`config.mk`:
```
export PLATFORM = sky130hd
export DESIGN_NAME = tss_adj_mem
export DESIGN_NICKNAME = d
export VERILOG_FILES = /design/src/rtl/core/tss_pkg.sv /design/src/rtl/core/tss_adj_mem.sv
export SDC_FILE = /design/constraint.sdc
export NUM_CORES = 2
export LEC_CHECK = 0
export BUFFER_PORTS_ARGS = -buffer_cell sky130_fd_sc_hd__buf_4
export CAP_MARGIN = 20
export CORE_ASPECT_RATIO = 1.1
export CORE_UTILIZATION = 40
export DETAILED_ROUTE_END_ITERATION = 12
export GPL_TIMING_DRIVEN = 0
export SLEW_MARGIN = 20
export SYNTH_ARGS = -nofsm -noshare
export SYNTH_HDL_FRONTEND = slang
export SYNTH_SLANG_ARGS = --single-unit
```
`constraint.sdc`:
```
create_clock -name clk -period 5.4 [get_ports clk]
set_clock_uncertainty 0.1 [all_clocks]
set_input_delay 1.08 -clock clk [delete_from_list [all_inputs] [get_ports clk]]
set_output_delay 1.08 -clock clk [all_outputs]
set_load 0.03 [all_outputs]
```
`src/rtl/core/tss_pkg.sv`:
```
// tss_pkg: shared types and codes for the topological sorter.
// Request/result payloads, request kind codes, memory control groups.
// No dependencies.
package tss_pkg;

	localparam int VCOUNT_W = 7;
	localparam logic [VCOUNT_W-1:0] VCOUNT_RESET = 7'd64;

	localparam logic [1:0] KIND_CLEAR = 2'd0;
	localparam logic [1:0] KIND_EDGE  = 2'd1;
	localparam logic [1:0] KIND_RUN   = 2'd2;

	typedef struct packed {
		logic [1:0] kind;
		logic [5:0] from_vertex;
		logic [5:0] to_vertex;
	} request_t;

	typedef struct packed {
		logic [5:0] vertex;
		logic       cycle_found;
		logic       last;
	} result_t;

	typedef struct packed {
		logic rd_en;
		logic wr_en;
		logic clear;
	} adj_ctl_t;

	typedef struct packed {
		logic rd_en;
		logic wr_en;
	} deg_ctl_t;

endpackage

```
`src/rtl/core/tss_adj_mem.sv`:
```
// tss_adj_mem: adjacency matrix, one row per source vertex, registered read.
// Per-row valid bits give an all-zero graph after reset or clear.
// Depends on tss_pkg.
module tss_adj_mem
	import tss_pkg::*;
#(
	parameter int MAX_VERTICES = 64,
	localparam int AW = $clog2(MAX_VERTICES)
) (
	input  logic                    clk,
	input  logic                    arst_n,
	input  adj_ctl_t                ctl,
	input  logic [AW-1:0]           rd_addr,
	input  logic [AW-1:0]           wr_addr,
	input  logic [MAX_VERTICES-1:0] wr_data,
	output logic [MAX_VERTICES-1:0] rd_data
);

	logic [MAX_VERTICES-1:0] mem [MAX_VERTICES];
	logic [MAX_VERTICES-1:0] row_valid_q;
	logic [MAX_VERTICES-1:0] rd_row_q;
	logic                    rd_ok_q;

	always_ff @(posedge clk) begin
		if (ctl.wr_en) begin
			mem[wr_addr] <= wr_data;
		end
		if (ctl.rd_en) begin
			rd_row_q <= mem[rd_addr];
		end
	end

	always_ff @(posedge clk or negedge arst_n) begin
		if (!arst_n) begin
			row_valid_q <= '0;
			rd_ok_q     <= 1'b0;
		end else begin
			if (ctl.clear) begin
				row_valid_q <= '0;
			end else if (ctl.wr_en) begin
				row_valid_q[wr_addr] <= 1'b1;
			end
			if (ctl.rd_en) begin
				rd_ok_q <= row_valid_q[rd_addr];
			end
		end
	end

	// stale rows of a cleared graph read as empty
	assign rd_data = rd_ok_q ? rd_row_q : '0;

endmodule

```
==> results_dict.tcl <==
set metrics [dict create \
    drt-total-wl_mm 417 \
    h-tree-depth 5 \
    power_mw 68.2 \
    outcome "completed" \
    synth.area.top_cells "edfxtp_1 (78%), mux4_2 (18%), dfrtp_1 (1.0%)" \
    synth_flop_cell "edfxtp_1" \
    numCtsBuffers 404 \
    fp.coreArea_mm2 0.398 \
    synth_edf_count 4160 \
    drive_gt1_share_pct 33.3 \
    ys_warn_count 0 \
    die_h_um 665 \
    ff2ff_setup_slack_ns 2.98 \
    postCtsResizedCells 0 \
    fmax_ghz 0.235 \
    die_x_um 605 \
    clk_latency_ns 0.97 \
    period_needed_ns 4.26 \
    grt_pass1_wl_mm 585 \
    synthCells 6382 \
    slew_viol_final 0 \
    finalHoldViolCount 0 \
    hold_buffers 0 \
    rsz0062_at_grt "false" \
    endpoint_kind "output port" \
    min_path_type "in2async" \
    synth-seq-cells 4225 \
    gr-usage-all-layers_pct 20.7 \
    cts.sinks 4225 \
    min_period_over_period_pct 78.9 \
    n_fill_cell 31600 \
    tightest_slew_ns 1.21 \
    ys_types 30 \
    grt_pass1_vias 76500 \
    port_buffers 135 \
    via_per_inst 5.76 \
    yosysTopAreaCell "edfxtp_1" \
    holdWs_ns 0.109 \
    fp.dieArea_mm2 0.402 \
    overflow 0 \
    route.detailed.drc 0 \
    peakVddDrop_v 0.000307 \
    rr_endpoint "rd_row_q[33]" \
    synth_area_mm2 0.160 \
    hpwlAfterDp_mm 291 \
    gp_congestion 0.762 \
    drtAntennaViolNets 0 \
    ys_seq_area_share_pct 79.1 \
    drtIter0Drc 8354 \
    crit_fanout 10 \
    r2r_cells 4 \
    max_slew_margin_pct 19.1 \
    worstReg2RegStart "mem[61][33]" \
    synth_area_per_cell_um2 25.1 \
    async_reset_ff_share_pct 1.54 \
    post-cts-setup-buffers 0 \
    required_ns 4.22 \
    cp-start-kind "flip-flop" \
    num_io_pins 145 \
    start_util_pct 40.2 \
    num_vias 74100 \
    setup_violations 0 \
    wl_per_cell_um 32.4 \
    drt-pass1-iter-count 6 \
    clock_path_buffers 4 \
    grt_max_degree 66 \
    p_leak_nw 58.2 \
    antenna_found_initial 36 \
    nets 7296 \
    clkTransAtPathRegs_ns 0.06 \
    syn_nets 6463 \
    netlist.area_leader.share_pct 78.1 \
    p_per_area_mw_per_mm2 364 \
    root_buffer "clkbuf_16" \
    cts_tree "built" \
    maxCapViolCount 0 \
    worst-setup-path-type "reg2out" \
    rows 243 \
    areaGrowthSynthToFinish_pct 17.1 \
    arrival_ns 3.08 \
]
placed cells by master, fill, tap and decap left out, types with 4 or more instances in the layout:
cell type	netlist	routed
a22oi_1	132	132
nor2_4	0	60
and2_1	66	66
clkinv_8	0	6
nor2b_1	7	7
clkinv_2	0	84
inv_6	0	6
clkinvlp_4	0	13
inv_16	0	7
buf_16	0	66
nand3_1	11	11
buf_6	3	14
clkbuf_2	0	34
clkbuf_16	0	406
buf_4	2	170
diode_2	0	40
buf_8	0	4
buf_1	20	15
edfxtp_1	4160	4160
clkinv_16	0	8
clkinv_1	0	108
buf_2	111	114
a21oi_1	4	4
mux2i_1	20	20
dfrtp_1	65	65
bufinv_16	0	43
nand2_1	74	74
clkbuf_4	0	7
nor2_1	188	128
buf_12	0	178
mux4_2	1289	1289
clkbuf_1	206	234
kinds of logic (layout without fill, tap and decap cells):
| logic type | count (synthesis) | after routing | synth area share, % |
|---|---|---|---|
| muxes | 1309 | 1309 | 18.3 |
| buffers and inverters | 344 | 1522 | 0.913 |
| and+or+nand+nor | 360 | 360 | 0.990 |
| AOI/OAI and AO/OA | 144 | 144 | 0.672 |
| DFF | 4225 | 4225 | 79.1 |
| other | 0 | 40 | 0 |
how the worst max path moves through the flow:
stage	from	slack, ns	cells after the start	endpoint
6_report	rd_ok_q	1.14	5	rd_data[14]
5_1_grt	rd_ok_q	0.96	5	rd_data[14]
4_1_cts	rd_ok_q	0.97	5	rd_data[14]
3_5_place_dp	rd_addr[1]	0.16	6	rd_row_q[32]
3_3_place_gp	wr_addr[5]	-7.37	4	mem[50][30]
2_1_floorplan	wr_addr[5]	-1.43	4	mem[50][0]
stage by stage:
stage / instance area (um^2) / util [%] / std cells / worst slack [ns] / setup TNS [ns]
final: 187000 / 47.0 / 12900 / 1.14 / 0
after global routing: 187000 / 47.0 / 12800 / 0.961 / 0
after CTS: 187000 / 47.0 / 12800 / 0.972 / 0
after detailed placement: 174000 / 43.7 / 12100 / 0.157 / 0
after global placement: 168000 / 42.1 / 11800 / -7.37 / -
after floorplan: 160000 / - / 6382 / -1.43 / -305.48
power breakdown:
group	switching, mW	internal (mW)	total, mW
Sequential	0.0574	36.3	36.4
Combinational	2.15	1.37	3.52
Clock	12.3	15.9	28.3
cell usage after synthesis, drive strengths merged (3+ instances only):
cell	count
mux4	1289
nand2b	3
dfrtp	65
nor2b	7
a21oi	4
clkbuf	206
a31oi	3
and2	66
edfxtp	4160
nor3	4
nand2	74
a22oi	132
nand3	11
nor2	188
buf	136
mux2i	20
layout make-up:
class | instances | area (um^2) | share of cell area (%)
timing repair buffer | 427 | 6830 | 3.65
clock inverter | 278 | 2770 | 1.48
buffer | 342 | 1530 | 0.815
tap | 5267 | 6590 | 3.52
multi-input combinational | 1813 | 32400 | 17.3
sequential | 4225 | 127000 | 67.6
antenna | 40 | 100 | 0.0535
inverter | 2 | 7.51 | 0.00401
clock buffer | 473 | 10400 | 5.56
worst max-delay path: stages, from the launching register on:
cell      delay (ns)
dfrtp_1         0.35
clkbuf_4        0.44
buf_12          0.25
clkbuf_1        0.50
and2_1          0.30
buf_4           0.19
sequential cells by signal, indices dropped and copies added, names as in the netlist:
signal and cells:
mem 4096, rd_ok_q 1, rd_row_q 64, row_valid_q 64
metal layers:
metal	up-vias	wire length [um]	part of all wire [%]	track usage, %
met2	3124	211000	51	35.2
met4	22	16600	4.0	7.32
met3	747	29700	7.1	3.51
met5	-	144	0.035	0
met1	40700	160000	38	26.9
li1	29500	-	-	-
Power figures use the tool's default switching activity.
