[src/rtl/core/tss_pkg.sv]
// tss_pkg: shared types and codes for the topological sorter.
// Request/result payloads, request kind codes, memory control groups.
// No dependencies.
package tss_pkg;

	localparam int VCOUNT_W = 7;
	localparam logic [VCOUNT_W-1:0] VCOUNT_RESET = 7'd64;

	localparam logic [1:0] KIND_CLEAR = 2'd0;
	localparam logic [1:0] KIND_EDGE  = 2'd1;
	localparam logic [1:0] KIND_RUN   = 2'd2;

	typedef struct packed {
		logic [1:0] kind;
		logic [5:0] from_vertex;
		logic [5:0] to_vertex;
	} request_t;

	typedef struct packed {
		logic [5:0] vertex;
		logic       cycle_found;
		logic       last;
	} result_t;

	typedef struct packed {
		logic rd_en;
		logic wr_en;
		logic clear;
	} adj_ctl_t;

	typedef struct packed {
		logic rd_en;
		logic wr_en;
	} deg_ctl_t;

endpackage

[src/rtl/core/tss_deg_mem.sv]
// tss_deg_mem: working in-degree store, one write and one read port.
// Read data registered; contents undefined until a run writes them.
// Depends on tss_pkg.
module tss_deg_mem
	import tss_pkg::*;
#(
	parameter int MAX_VERTICES = 64,
	localparam int AW = $clog2(MAX_VERTICES),
	localparam int CW = $clog2(MAX_VERTICES + 1)
) (
	input  logic          clk,
	input  deg_ctl_t      ctl,
	input  logic [AW-1:0] rd_addr,
	input  logic [AW-1:0] wr_addr,
	input  logic [CW-1:0] wr_data,
	output logic [CW-1:0] rd_data
);

	logic [CW-1:0] mem [MAX_VERTICES];
	logic [CW-1:0] rd_q;

	always_ff @(posedge clk) begin
		if (ctl.wr_en) begin
			mem[wr_addr] <= wr_data;
		end
		if (ctl.rd_en) begin
			rd_q <= mem[rd_addr];
		end
	end

	assign rd_data = rd_q;

endmodule

[config.mk]
export PLATFORM = sky130hd
export DESIGN_NAME = tss_deg_mem
export DESIGN_NICKNAME = d
export VERILOG_FILES = /design/src/rtl/core/tss_pkg.sv /design/src/rtl/core/tss_deg_mem.sv
export SDC_FILE = /design/constraint.sdc
export NUM_CORES = 1
export LEC_CHECK = 0
export BUFFER_PORTS_ARGS = -buffer_cell sky130_fd_sc_hd__buf_2
export CORE_MARGIN = 2
export CORE_UTILIZATION = 41
export DETAILED_ROUTE_END_ITERATION = 10
export GPL_ROUTABILITY_DRIVEN = 0
export HOLD_SLACK_MARGIN = 0.08
export MAX_ROUTING_LAYER = met4
export SLEW_MARGIN = 30
export SYNTH_ARGS = -nofsm -noshare
export SYNTH_HDL_FRONTEND = slang
export SYNTH_SLANG_ARGS = --single-unit
[constraint.sdc]
create_clock -name clk -period 2.79 [get_ports clk]
set_input_delay 0.279 -clock clk [delete_from_list [all_inputs] [get_ports clk]]
set_output_delay 0.279 -clock clk [all_outputs]
set_load 0.005 [all_outputs]
==> impl_metrics.py, run 1 <==
metrics = {
    "status": {
        "status": "finished clean",
    },
    "routing": {
        "antenna_left": 0,
        "wl_met2_um": 19900,
        "routed_wl_um": 40500,
        "route.detailed.drc": 0,
        "met3_length_um": 2270,
        "drt-vias-per-instance": 5.53,
        "route.detailed.wl_per_inst_um": 25.8,
        "vias": 8687,
        "drtPass1Iterations": 5,
        "wl_met1_um": 17400,
        "initialDrtViolationCount": 891,
        "highest_layer": "met4",
    },
    "sta": {
        "worst_slew_pin_slew_ns": 0.790,
        "setup_violations": 0,
        "fin_worst_skew_ns": 0.0166,
        "finalCritPeriodShare_pct": 71.3,
        "hold_viol_final": 0,
        "fin_crit_ns": 1.99,
        "setup-tns-final_ns": 0,
        "fmax_mhz": 502,
        "rsz0062_at_grt": "false",
        "slew_headroom_pct": 47.1,
        "slew_violations": 0,
    },
    "floorplanning": {
        "ios": 29,
        "die_w_um": 212,
        "die_height_um": 212,
        "num_rows": 76,
        "core_um2": 42900,
        "die_area_um2": 44900,
        "start_util_pct": 41.3,
    },
    "clocking": {
        "cts_setup_buffers": 0,
        "cts_tree": "done",
        "path_clk_slew_ns": 0.06,
        "clock_latency_ns": 0.56,
        "root_buffer": "clkbuf_16",
        "ctsResizeCount": 0,
        "clockBufferDepth": 3,
        "htreeDepth": 2,
        "cts_buffers": 46,
        "cts_sinks": 455,
        "ctsHoldBuffers": 0,
    },
    "layout": {
        "layout-drive-gt1-share_pct": 30.4,
        "finalInstanceArea_um2": 20600,
        "nets": 973,
        "area_growth_pct": 16.4,
    },
    "placement": {
        "place_area_um2": 19100,
        "io_buffers": 28,
        "dp_hpwl_um": 26100,
    },
    "worst_setup_path": {
        "path_max_fanout": 1,
        "critPathArrivalTime_ns": 2.31,
        "cp-end-kind": "flip-flop",
        "required_ns": 3.11,
        "cp-start-kind": "flip-flop",
        "critPathKind": "reg2reg",
    },
    "min_path": {
        "hold_class": "in2reg",
    },
    "synthesis": {
        "synth_area_um2": 17700,
        "synth_most_common_cell": "edfxtp_1",
        "synth_edf_count": 455,
        "netlist_instances": 827,
        "ys.warnings.count": 0,
        "ys_seq_area_share_pct": 77.2,
        "synth_top_area_share_pct": 77.2,
        "synth_seq_cells": 455,
        "avgSynthCellArea_um2": 21.4,
        "synthTopCellsByArea": "edfxtp_1 77%, mux4_2 14%, nor2_1 1.6%",
        "post-synth-top-area-cell": "edfxtp_1",
        "yosys-top-cells-count": "455 x edfxtp_1, 112 x mux4_2, 76 x nor2_1, 18 x clkbuf_1, 16 x mux2i_1",
        "synth_nets": 849,
        "synth_cell_types": 37,
        "synthFlopType": "edfxtp_1",
        "synthArstFlopShare_pct": 0,
    },
    "global_routing": {
        "antenna_found_initial": 1,
        "gr-total-overflow": 0,
        "groute.usage.overall_pct": 19.3,
        "grt_pass1_vias": 8764,
        "grt_pass1_wl_um": 60300,
        "grt_max_degree": 65,
    },
    "power_and_ir_drop": {
        "ir_drop_uv": 458,
        "power_density_nw_per_um2": 700,
        "leakage_nw": 6.58,
        "power_mw": 14.4,
    },
    "job": {
        "max-cap-violations": 0,
    },
}
[report_power, final]
part | switching, mW | internal [mW] | leakage, nW | total [mW]
clock network | 2.47 | 3.64 | 0.730 | 6.11
registers | 0.0188 | 7.58 | 4.10 | 7.60
logic | 0.442 | 0.275 | 1.75 | 0.717
total | 2.93 | 11.5 | 6.58 | 14.4
[layout make-up]
cell class	count	area, um^2
inverter	2	7.51
antenna	1	2.50
sequential	455	13700
clock buffer	59	1260
multi-input combinational	325	3770
tap	585	732
timing repair buffer	121	927
clock inverter	23	234
fill	3489	22300
[through the flow]
| step | instances | util (%) | hold WS, ns | worst slack, ns |
|---|---|---|---|---|
| 3_5_place_dp | 1488 | 44.5 | 0.687 | 0.306 |
| 2_1_floorplan | 827 | - | 0.378 | 0.871 |
| 4_1_cts | 1570 | 48.0 | 0.0929 | 0.798 |
| 3_3_place_gp | 1488 | 44.5 | 0.691 | 0.297 |
| 6_report | 1571 | 48.0 | 0.125 | 0.800 |
| 5_1_grt | 1571 | 48.0 | 0.109 | 0.788 |
[layout by cell type (no fill, tap or decap), types with 3 or more instances in the layout]
cell type	instances
and3b_1	3
a22o_1	3
bufinv_16	5
clkinv_1	10
a21oi_1	7
o31ai_1	8
buf_12	6
mux2i_1	16
clkinv_2	6
nand3_1	9
a22oi_1	8
clkbuf_16	49
a211oi_1	4
clkbuf_1	10
o21ai_0	3
nor2b_1	5
nand3b_1	4
o22ai_1	12
nand2b_1	6
nor3_1	8
buf_2	24
mux4_2	112
nor3b_1	3
nand2_1	8
o21ai_1	5
buf_4	90
edfxtp_1	455
o221ai_1	9
nor2_1	76
[sequential cells by signal, indices dropped and copies added (netlist names)]
name and count:
rd_data 7, mem 448
[worst paths after layout]
path	slack, ns	cells past startpoint	startpoint	end
hold / removal	0.12	1	ctl[1]	rd_data[0]
setup / recovery	0.80	4	mem[48][0]	rd_data[0]
hold reg to reg	0.97	4	mem[16][3]	rd_data[3]
setup reg to reg	0.80	4	mem[48][0]	rd_data[0]
[critical path, cell delays in order (launching register included)]
cell	delay, ns
edfxtp_1	0.37
mux4_2	0.45
a22oi_1	0.41
a41oi_1	0.26
a41o_1	0.26
[metal layers]
metal	global-route usage, %	vias to the layer above
met1	26.7	4587
met3	2.49	71
met5	-	-
li1	-	3726
met2	30.5	303
met4	5.27	0
[cells by family after synthesis]
group,count (synthesis),share of synthesized area [%]
multiplexers,130,15.3
AND/OR/NAND/NOR,130,3.42
flip-flops,455,77.2
buffers and inverters,47,1.53
AO/OA/AOI/OAI,65,2.61
Power figures use the tool's default switching activity.
==> inputs of run 2 (changes only) <==
Clock period 2.79 ns to 2 ns, I/O delays scaled along.
==> impl_metrics.py, run 2 (synthesis results as in run 1) <==
metrics = {
    "routing": {
        "routed_wl_um": 40300,
        "route.detailed.wl_per_inst_um": 24.7,
        "antenna_left": 0,
        "route.detailed.drc": 0,
        "drtPass1Iterations": 5,
        "initialDrtViolationCount": 771,
        "vias": 8821,
        "drt-vias-per-instance": 5.41,
    },
    "power_and_ir_drop": {
        "power_density_nw_per_um2": 939,
        "ir_drop_uv": 627,
        "leakage_nw": 6.84,
        "power_mw": 19.8,
    },
    "sta": {
        "fin_crit_ns": 1.90,
        "rsz0062_at_grt": "false",
        "worst_slew_pin_slew_ns": 0.737,
        "layout_setup_ws_ns": 0.105,
        "finalCritPeriodShare_pct": 94.8,
        "setup_violations": 0,
        "setup-tns-final_ns": 0,
        "fin_worst_skew_ns": 0.0130,
        "fmax_mhz": 528,
        "slew_violations": 0,
        "hold_viol_final": 0,
        "slew_headroom_pct": 50.9,
    },
    "layout": {
        "area_growth_pct": 18.8,
        "ff_latch_area_um2": 13700,
        "finalInstanceArea_um2": 21000,
        "largest_register_ffs": 448,
        "fin_cells": 1629,
        "fill_cells": 3440,
        "top_register": "mem",
        "layout-drive-gt1-share_pct": 33.8,
        "final_cell_mix": "455 x edfxtp_1, 142 x buf_4, 112 x mux4_2",
        "multi_input_area_um2": 3770,
        "nets": 1033,
        "final_common_cell": "edfxtp_1",
    },
    "floorplanning": {
        "ios": 29,
        "start_util_pct": 41.3,
        "core_um2": 42900,
        "die_area_um2": 44900,
        "die_w_um": 212,
        "die_height_um": 212,
        "num_rows": 76,
    },
    "placement": {
        "io_buffers": 28,
        "pre_cts_slack_ns": -0.251,
        "dp.cells": 1548,
        "place_area_um2": 19600,
        "dp_hpwl_um": 26700,
    },
    "clocking": {
        "cts_sinks": 455,
        "root_buffer": "clkbuf_16",
        "htreeDepth": 2,
        "path_clk_slew_ns": 0.06,
        "cts_buffers": 45,
        "cts_setup_buffers": 0,
        "cts_tree": "done",
        "clockBufferDepth": 3,
        "clock_latency_ns": 0.56,
    },
    "worst_setup_path": {
        "reg2regPathDepth": 4,
        "worst-r2r-setup-slack_ns": 0.10,
        "path_max_fanout": 1,
        "critPathArrivalTime_ns": 2.21,
        "cp-end-kind": "flip-flop",
        "required_ns": 2.32,
        "cp-start-kind": "flip-flop",
        "critPathKind": "reg2reg",
    },
    "min_path": {
        "hold_depth": 1,
        "hold_class": "in2reg",
    },
    "global_routing": {
        "groute.usage.overall_pct": 19.1,
        "grt_max_degree": 65,
        "antenna_found_initial": 0,
        "gr-total-overflow": 0,
        "grt_pass1_wl_um": 59400,
        "grt_pass1_vias": 9012,
    },
    "job": {
        "max-cap-violations": 0,
    },
    "status": {
        "status": "finished clean",
    },
}
-- run 2: cell count changes in the layout (fill, tap and decap cells not counted) --
cell           change
buf_12             +7
inv_6              +1
buf_2              +1
bufinv_16          -2
dlygate4sd3_1      +1
clkinv_1           +1
clkbuf_1           +2
clkinv_2           -3
clkinvlp_4         +1
buf_4             +52
clkinv_4           -1
clkbuf_16          -2
-- run 2: final timing paths --
kind         startpoint         end
max reg2reg  mem[35][3]  rd_data[3]
min reg2reg  mem[18][3]  rd_data[3]
max          mem[35][3]  rd_data[3]
min          wr_data[2]  mem[63][2]
-- run 2: critical path: stages, from the launching register on --
cell	delay, ns
edfxtp_1	0.36
mux4_2	0.48
o22ai_1	0.45
a211oi_1	0.12
a22o_1	0.25
-- run 2: area by class of cell --
cell class,count,share of cell area [%]
Multi-Input combinational cell,325,17.9
Clock inverter,20,0.809
Sequential cell,455,64.9
Tap cell,585,3.48
Clock buffer,59,5.80
Inverter,2,0.0357
Antenna cell,1,0.0119
Timing Repair Buffer,182,7.00
-- run 2: report_power, final --
group	internal, mW	switching, mW	total [mW]
logic	0.472	0.624	1.10
registers	10.6	0.0275	10.6
clock network	4.66	3.40	8.06
total	15.7	4.05	19.8
-- run 2: repair_timing --
item / CTS / global route
hold buffers: 1 / 0
gates resized for setup: 0 / 0
endpoints found under the setup margin: 0 / 0
hold endpoints to repair: 7 / 0
-- run 2: routing by layer --
layer / track usage [%] / routed length [um] / share of wire [%]
met2: 30.4 / 19900 / 49
met3: 3.59 / 2210 / 5.5
met4: 6.07 / 1100 / 2.7
met1: 25.1 / 17100 / 43
met5: - / 0 / 0
-- run 2: per-stage QoR --
step                hold WS (ns)  utilization, %
floorplan                  0.299               -
global placement           0.566            45.8
detailed placement         0.571            45.8
CTS                        0.108            49.1
global route               0.123            49.1
finish                     0.120            49.1
