<file path="src/rtl/core/tss_pkg.sv">
// tss_pkg: shared types and codes for the topological sorter.
// Request/result payloads, request kind codes, memory control groups.
// No dependencies.
package tss_pkg;

	localparam int VCOUNT_W = 7;
	localparam logic [VCOUNT_W-1:0] VCOUNT_RESET = 7'd64;

	localparam logic [1:0] KIND_CLEAR = 2'd0;
	localparam logic [1:0] KIND_EDGE  = 2'd1;
	localparam logic [1:0] KIND_RUN   = 2'd2;

	typedef struct packed {
		logic [1:0] kind;
		logic [5:0] from_vertex;
		logic [5:0] to_vertex;
	} request_t;

	typedef struct packed {
		logic [5:0] vertex;
		logic       cycle_found;
		logic       last;
	} result_t;

	typedef struct packed {
		logic rd_en;
		logic wr_en;
		logic clear;
	} adj_ctl_t;

	typedef struct packed {
		logic rd_en;
		logic wr_en;
	} deg_ctl_t;

endpackage

</file>
<file path="src/rtl/core/tss_seq.sv">
// tss_seq: request sequencer; clear, edge insert, in-degree pass, search/decrement.
// Drives tss_adj_mem and tss_deg_mem, registers the result strobe.
// Depends on tss_pkg.
module tss_seq
	import tss_pkg::*;
#(
	parameter int MAX_VERTICES = 64,
	localparam int AW = $clog2(MAX_VERTICES),
	localparam int CW = $clog2(MAX_VERTICES + 1)
) (
	input  logic                    clk,
	input  logic                    arst_n,
	input  logic                    start,
	input  request_t                request,
	input  logic [AW-1:0]           n_m1,
	output logic                    busy,
	output adj_ctl_t                adj_ctl,
	output logic [AW-1:0]           adj_rd_addr,
	output logic [AW-1:0]           adj_wr_addr,
	output logic [MAX_VERTICES-1:0] adj_wr_data,
	input  logic [MAX_VERTICES-1:0] adj_rd_data,
	output deg_ctl_t                deg_ctl,
	output logic [AW-1:0]           deg_rd_addr,
	output logic [AW-1:0]           deg_wr_addr,
	output logic [CW-1:0]           deg_wr_data,
	input  logic [CW-1:0]           deg_rd_data,
	output logic                    strobe,
	output result_t                 result
);

	localparam logic [2:0] ST_IDLE      = 3'd0;
	localparam logic [2:0] ST_EDGE_WR   = 3'd1;
	localparam logic [2:0] ST_DEG       = 3'd2;
	localparam logic [2:0] ST_DEG_DRAIN = 3'd3;
	localparam logic [2:0] ST_SEARCH    = 3'd4;
	localparam logic [2:0] ST_ROWRD     = 3'd5;
	localparam logic [2:0] ST_DEC       = 3'd6;
	localparam logic [2:0] ST_DEC_DRAIN = 3'd7;

	logic [2:0]              state_q;
	logic [AW-1:0]           i_q, j_q, k_q, v_q, count_q;
	logic [AW-1:0]           from_q, to_q;
	logic                    iss_q;
	logic [MAX_VERTICES-1:0] emitted_q;
	logic [CW-1:0]           acc_q;

	logic                    dg_v_s1, dg_first_s1, dg_last_s1;
	logic [AW-1:0]           dg_col_s1;
	logic                    sr_v_s1;
	logic [AW-1:0]           sr_k_s1;
	logic                    dc_v_s1;
	logic [AW-1:0]           dc_j_s1;

	logic                    strobe_q;
	result_t                 result_q;

	logic                    accept, in_range, sr_hit, sr_miss, hit_last;
	logic [CW-1:0]           dg_acc;

	assign accept   = start && (state_q == ST_IDLE);
	assign in_range = (7'(request.from_vertex) <= 7'(n_m1))
		&& (7'(request.to_vertex) <= 7'(n_m1));
	assign dg_acc   = (dg_first_s1 ? '0 : acc_q) + CW'(adj_rd_data[dg_col_s1]);
	assign sr_hit   = sr_v_s1 && (deg_rd_data == '0) && !emitted_q[sr_k_s1];
	assign sr_miss  = sr_v_s1 && !sr_hit && (sr_k_s1 == n_m1);
	assign hit_last = (count_q == n_m1);

	always_comb begin
		adj_ctl     = '0;
		adj_rd_addr = j_q;
		adj_wr_addr = from_q;
		adj_wr_data = adj_rd_data | (MAX_VERTICES'(1) << to_q);
		deg_ctl     = '0;
		deg_rd_addr = j_q;
		deg_wr_addr = dg_col_s1;
		deg_wr_data = dg_acc;
		unique case (state_q)
			ST_IDLE: begin
				if (accept && request.kind == KIND_CLEAR) begin
					adj_ctl.clear = 1'b1;
				end
				if (accept && request.kind == KIND_EDGE && in_range) begin
					adj_ctl.rd_en = 1'b1;
					adj_rd_addr   = request.from_vertex[AW-1:0];
				end
			end
			ST_EDGE_WR: adj_ctl.wr_en = 1'b1;
			ST_DEG:     adj_ctl.rd_en = 1'b1;
			ST_ROWRD: begin
				adj_ctl.rd_en = 1'b1;
				adj_rd_addr   = v_q;
			end
			ST_SEARCH: begin
				deg_ctl.rd_en = iss_q;
				deg_rd_addr   = k_q;
			end
			ST_DEC: deg_ctl.rd_en = 1'b1;
			default: ;
		endcase
		// stage-1 write back: column total, or successor decrement
		if (dg_v_s1 && dg_last_s1) begin
			deg_ctl.wr_en = 1'b1;
		end else if (dc_v_s1 && adj_rd_data[dc_j_s1] && deg_rd_data != '0) begin
			deg_ctl.wr_en = 1'b1;
			deg_wr_addr   = dc_j_s1;
			deg_wr_data   = deg_rd_data - CW'(1);
		end
	end

	always_ff @(posedge clk or negedge arst_n) begin
		if (!arst_n) begin
			state_q   <= ST_IDLE;
			i_q       <= '0;
			j_q       <= '0;
			k_q       <= '0;
			count_q   <= '0;
			iss_q     <= 1'b0;
			emitted_q <= '0;
			dg_v_s1   <= 1'b0;
			sr_v_s1   <= 1'b0;
			dc_v_s1   <= 1'b0;
			strobe_q  <= 1'b0;
		end else begin
			dg_v_s1  <= (state_q == ST_DEG);
			dc_v_s1  <= (state_q == ST_DEC);
			sr_v_s1  <= (state_q == ST_SEARCH) && iss_q && !sr_hit && !sr_miss;
			strobe_q <= sr_hit || sr_miss;
			unique case (state_q)
				ST_IDLE: begin
					if (accept) begin
						unique case (request.kind)
							KIND_EDGE: begin
								if (in_range) begin
									state_q <= ST_EDGE_WR;
								end
							end
							KIND_RUN: begin
								state_q   <= ST_DEG;
								i_q       <= '0;
								j_q       <= '0;
								count_q   <= '0;
								emitted_q <= '0;
							end
							default: ;
						endcase
					end
				end
				ST_EDGE_WR: state_q <= ST_IDLE;
				ST_DEG: begin
					if (j_q == n_m1) begin
						j_q <= '0;
						if (i_q == n_m1) begin
							state_q <= ST_DEG_DRAIN;
						end else begin
							i_q <= i_q + AW'(1);
						end
					end else begin
						j_q <= j_q + AW'(1);
					end
				end
				ST_DEG_DRAIN, ST_DEC_DRAIN: begin
					state_q <= ST_SEARCH;
					k_q     <= '0;
					iss_q   <= 1'b1;
				end
				ST_SEARCH: begin
					if (iss_q) begin
						if (k_q == n_m1) begin
							iss_q <= 1'b0;
						end else begin
							k_q <= k_q + AW'(1);
						end
					end
					if (sr_hit) begin
						emitted_q[sr_k_s1] <= 1'b1;
						count_q            <= count_q + AW'(1);
						iss_q              <= 1'b0;
						state_q            <= hit_last ? ST_IDLE : ST_ROWRD;
					end else if (sr_miss) begin
						state_q <= ST_IDLE;
					end
				end
				ST_ROWRD: begin
					state_q <= ST_DEC;
					j_q     <= '0;
				end
				ST_DEC: begin
					if (j_q == n_m1) begin
						state_q <= ST_DEC_DRAIN;
					end else begin
						j_q <= j_q + AW'(1);
					end
				end
				default: state_q <= ST_IDLE;
			endcase
		end
	end

	// payload registers
	always_ff @(posedge clk) begin
		if (accept) begin
			from_q <= request.from_vertex[AW-1:0];
			to_q   <= request.to_vertex[AW-1:0];
		end
		if (sr_hit) begin
			v_q <= sr_k_s1;
		end
		if (dg_v_s1) begin
			acc_q <= dg_acc;
		end
		dg_col_s1   <= i_q;
		dg_first_s1 <= (j_q == '0);
		dg_last_s1  <= (j_q == n_m1);
		sr_k_s1     <= k_q;
		dc_j_s1     <= j_q;
		if (sr_hit) begin
			result_q.vertex      <= 6'(sr_k_s1);
			result_q.cycle_found <= 1'b0;
			result_q.last        <= hit_last;
		end else if (sr_miss) begin
			result_q.vertex      <= '0;
			result_q.cycle_found <= 1'b1;
			result_q.last        <= 1'b1;
		end
	end

	assign busy   = (state_q != ST_IDLE);
	assign strobe = strobe_q;
	assign result = result_q;

`ifndef SYNTH
	a_emit_marked: assert property (@(posedge clk) disable iff (!arst_n)
		strobe_q && !result_q.cycle_found |-> emitted_q[result_q.vertex[AW-1:0]])
		else $error("emitted vertex not flagged");
	a_mid_row_read: assert property (@(posedge clk) disable iff (!arst_n)
		strobe_q && !result_q.last |-> state_q == ST_ROWRD)
		else $error("non-final result not followed by row read");
	a_adj_wr_after_rd: assert property (@(posedge clk) disable iff (!arst_n)
		adj_ctl.wr_en |-> $past(adj_ctl.rd_en) && $past(state_q == ST_IDLE))
		else $error("edge write without preceding row read");
	a_deg_rw_split: assert property (@(posedge clk) disable iff (!arst_n)
		deg_ctl.wr_en && deg_ctl.rd_en |-> state_q == ST_DEC || state_q == ST_DEC_DRAIN
		|| state_q == ST_DEG_DRAIN || state_q == ST_DEG)
		else $error("in-degree read/write overlap outside pass");
	a_result_busy: assert property (@(posedge clk) disable iff (!arst_n)
		strobe_q |-> $past(state_q == ST_SEARCH))
		else $error("result strobe outside search");
`endif

endmodule

</file>
<file path="config.mk">
export PLATFORM = sky130hd
export DESIGN_NAME = tss_seq
export DESIGN_NICKNAME = d
export VERILOG_FILES = /design/src/rtl/core/tss_pkg.sv /design/src/rtl/core/tss_seq.sv
export SDC_FILE = /design/constraint.sdc
export NUM_CORES = 1
export LEC_CHECK = 0
export ABC_AREA = 1
export BUFFER_PORTS_ARGS = -buffer_cell sky130_fd_sc_hd__clkbuf_2
export CORE_MARGIN = 4
export CORE_UTILIZATION = 50
export DETAILED_ROUTE_END_ITERATION = 12
export MAX_ROUTING_LAYER = met4
export PLACE_DENSITY = 0.73
export SETUP_SLACK_MARGIN = 0.3
export SYNTH_ARGS = -nofsm -noshare
export SYNTH_HDL_FRONTEND = slang
export SYNTH_SLANG_ARGS = --single-unit
</file>
<file path="constraint.sdc">
create_clock -name clk -period 3.2 [get_ports clk]
set_input_delay 0.16 -clock clk [delete_from_list [all_inputs] [get_ports clk]]
set_output_delay 0.16 -clock clk [all_outputs]
set_load 0.05 [all_outputs]
</file>
==> run metrics <==
Max Clock Freq 318 MHz; clk slew on worst S/H paths 0.07 ns; crit path capture type output pin; layout cells sized above 1 0.219; final WL 35200 um; DIE HEIGHT 153 um; Site Rows 52; sequential power share 0.285; Tightest Hold Check Type input port to register; Area contributors post-synth dfrtp_1, nand2_1, edfxtp_1; Pwr per Cell Area 777 nW/um^2; Post-synth top cells nand2_1, nor2_1, inv_1; area of the core 20400 um^2; Psw 4.67 mW; power share of the clock group 0.194; EDFF count, synth 32; vias per cell 5.66; H-tree levels 4; 1st-iter DRT viols 1179; placed inst area 11800 um^2; Data required, critical path 3.04 ns; Sw Ratio 0.463; clk_lat worst skew 0.44 ns; final worst slack 0.0515 ns; first-pass GRT wire length 56300 um; synth unique cells 47; ys async rst share 0.644; routed vias 11300; grt total ovfl 0; sequential cell area fraction in the yosys report 0.361; clk_skew 0.0154 ns; Crit-path slowest cell dfxtp_4; Seq cells post-synth 149; status completed; CP cell instances buf_6 > buf_16 > a21oi_2 > o21ai_1 > o21ai_1 > o21ai_1 > o221ai_1 > nand3_1 > nand2_2 > ha_4 > ha_4 > inv_4 > nor3_4 > nand4_1 > o21ai_1 > o21ai_1 > nand2_2 > buf_12; largest net degree at the start of global routing 56; Final ANT Viol Nets 0; worst reg-to-reg path cell count 11; post-synth top area cell dfrtp_1; Slew Limit Fails 0; critical path peak fanout 8; P&R area growth vs syn 23.8%; syn avg cell area 6.94 um^2; RSZ-0062 raised after global routing yes; PortBufs 203; Crit Path Class register to output pin; Critical Path Most Common Cell o21ai_1; IO Count 204; setup TNS 0 ns; startpoint type of the worst setup path register; hold path cells 5; FF-to-FF setup slack 0.46 ns; CTS root buf clkbuf_16; Arr. time, crit path 2.99 ns; GRT Overall Usage 0.302; Max-Cap Viols 0; Gate power share 0.520; Critical Path Max Stage Delay 0.39 ns; Leakage 5.96 nW; Final Hold Viols 0; Synth Flop Type dfrtp_1; Slew @ Worst Pin 1.03 ns; area share of the largest cell type after synthesis 0.229; post-route total power 10.1 mW; setup violators final 0; syn_nets 1625; Die Area 23300 um^2; final instance area 13000 um^2; DR WL/cell 17.6 um; Bufs on Longest Clock Path 2; Num CTS Buffers 17; CTS tree yes; Warnings, synthesis 0; slew margin rel. 0.310; internal power 5.41 mW; fin crit period 3.15 ns; worst vdd ir 671 uV; 1st-pass router iterations 6; vias in the first global route 10500; clk sink count 149; Synth Instances 1510; ratio of final minimum period to clock period 0.984; fin nets 1834; drc violations 0; Routability Congestion 0.957; Post-DP HPWL 25100 um; pre-CTS setup slack 0.148 ns; die width 153 um; Starting Density 0.513; Core Util, Final 0.635; synthesized cell area 10500 um^2; most common cell in the synthesized netlist nand2_1; antenna violations before repair 1
[through the flow]
stage | instances | hold WS [ns]
2_1_floorplan | 1510 | -0.136
3_3_place_gp | 1937 | 0.227
3_5_place_dp | 1937 | 0.228
4_1_cts | 1994 | 0.149
5_1_grt | 2003 | 0.215
6_report | 2003 | 0.155
[critical path: cells and delay by family, from the launching register on]
kind	cells	cell delay, ns
buffers and inverters	4	0.44
AND/OR/NAND/NOR	5	0.62
flip-flops	1	0.39
adder cells (fa/ha/maj)	2	0.28
AO/OA/AOI/OAI	7	0.82
[flip-flops by register name, summed over array words and instances (netlist names)]
name / count
count_q: 6
emitted_q: 64
dg_v_s1: 1
to_q: 6
k_q: 6
state_q: 3
dg_first_s1: 1
acc_q: 7
v_q: 6
i_q: 6
sr_k_s1: 6
strobe: 1
iss_q: 1
result: 8
dc_v_s1: 1
dg_col_s1: 6
dg_last_s1: 1
dc_j_s1: 6
sr_v_s1: 1
j_q: 6
adj_wr_addr: 6
[layer usage]
metal,vias up,global-route usage,part of all wire
met5,-,-,0
met2,632,0.451,0.46
met1,5197,0.414,0.42
li1,5401,-,-
met4,0,0.109,0.035
met3,110,0.0537,0.089
[worst paths after layout]
| check | start | end |
|---|---|---|
| max | dg_col_s1[0] | deg_wr_data[6] |
| max reg2reg | sr_k_s1[2] | emitted_q[3] |
| min | request[13] | state_q[1] |
| max in group asynchronous | arst_n | emitted_q[20] |
| min in group asynchronous | arst_n | emitted_q[26] |
| min reg2reg | i_q[0] | dg_col_s1[0] |
[placed cells by master (no fill, tap or decap), types with 6 or more instances in the layout]
cell           instances
o21ai_0              103
nor3_1                21
dfrtp_1               96
ha_1                  19
clkbuf_16             18
nor2_2                 6
nor4_1                 6
inv_2                  7
a21oi_1               70
dfxtp_1               16
nand4_1               13
nand2_1              363
o21bai_1              50
o21ai_1               37
nor2_1               161
a21oi_2               24
nand3_2               20
buf_12                15
edfxtp_1              32
xor2_1                17
buf_4                 35
dlygate4sd3_1         13
inv_1                155
nand3_1              154
clkbuf_2             186
nand2_2                7
[area by class of cell]
class,count,area (um^2)
antenna,1,2.50
clock buffer,19,464
clock inverter,13,115
fill,1875,7460
inverter,168,652
multi-input combinational,1119,5770
sequential,149,3790
tap,270,338
timing repair buffer,263,1840
timing repair inverter,1,7.51
[cell families after synthesis]
group / synth area share
and+or+nand+nor: 0.322
AOI/OAI and AO/OA: 0.170
DFF: 0.361
adders and majority gates: 0.0251
xor gates and xnor gates: 0.0192
buffers and inverters: 0.103
[power groups by stage]
stage / Clock [mW] / Sequential, mW / Combinational [mW]
floorplan: 0 / 2.67 / 3.32
global placement: 0 / 2.83 / 4.44
detailed placement: 0 / 2.85 / 4.50
CTS: 1.98 / 2.83 / 4.99
global route: 2.08 / 2.93 / 5.70
finish: 1.96 / 2.88 / 5.25
[timing repair]
| item | 4_1_cts | 5_1_grt |
|---|---|---|
| gates resized for setup | 57 | 57 |
| setup buffers | 9 | 7 |
| endpoints found under the hold margin | 60 | 0 |
| pin swaps | 20 | 15 |
| setup endpoints to repair | 17 | 68 |
| hold buffers | 13 | 0 |
| gates cloned | 3 | 1 |
Power figures use the tool's default switching activity.
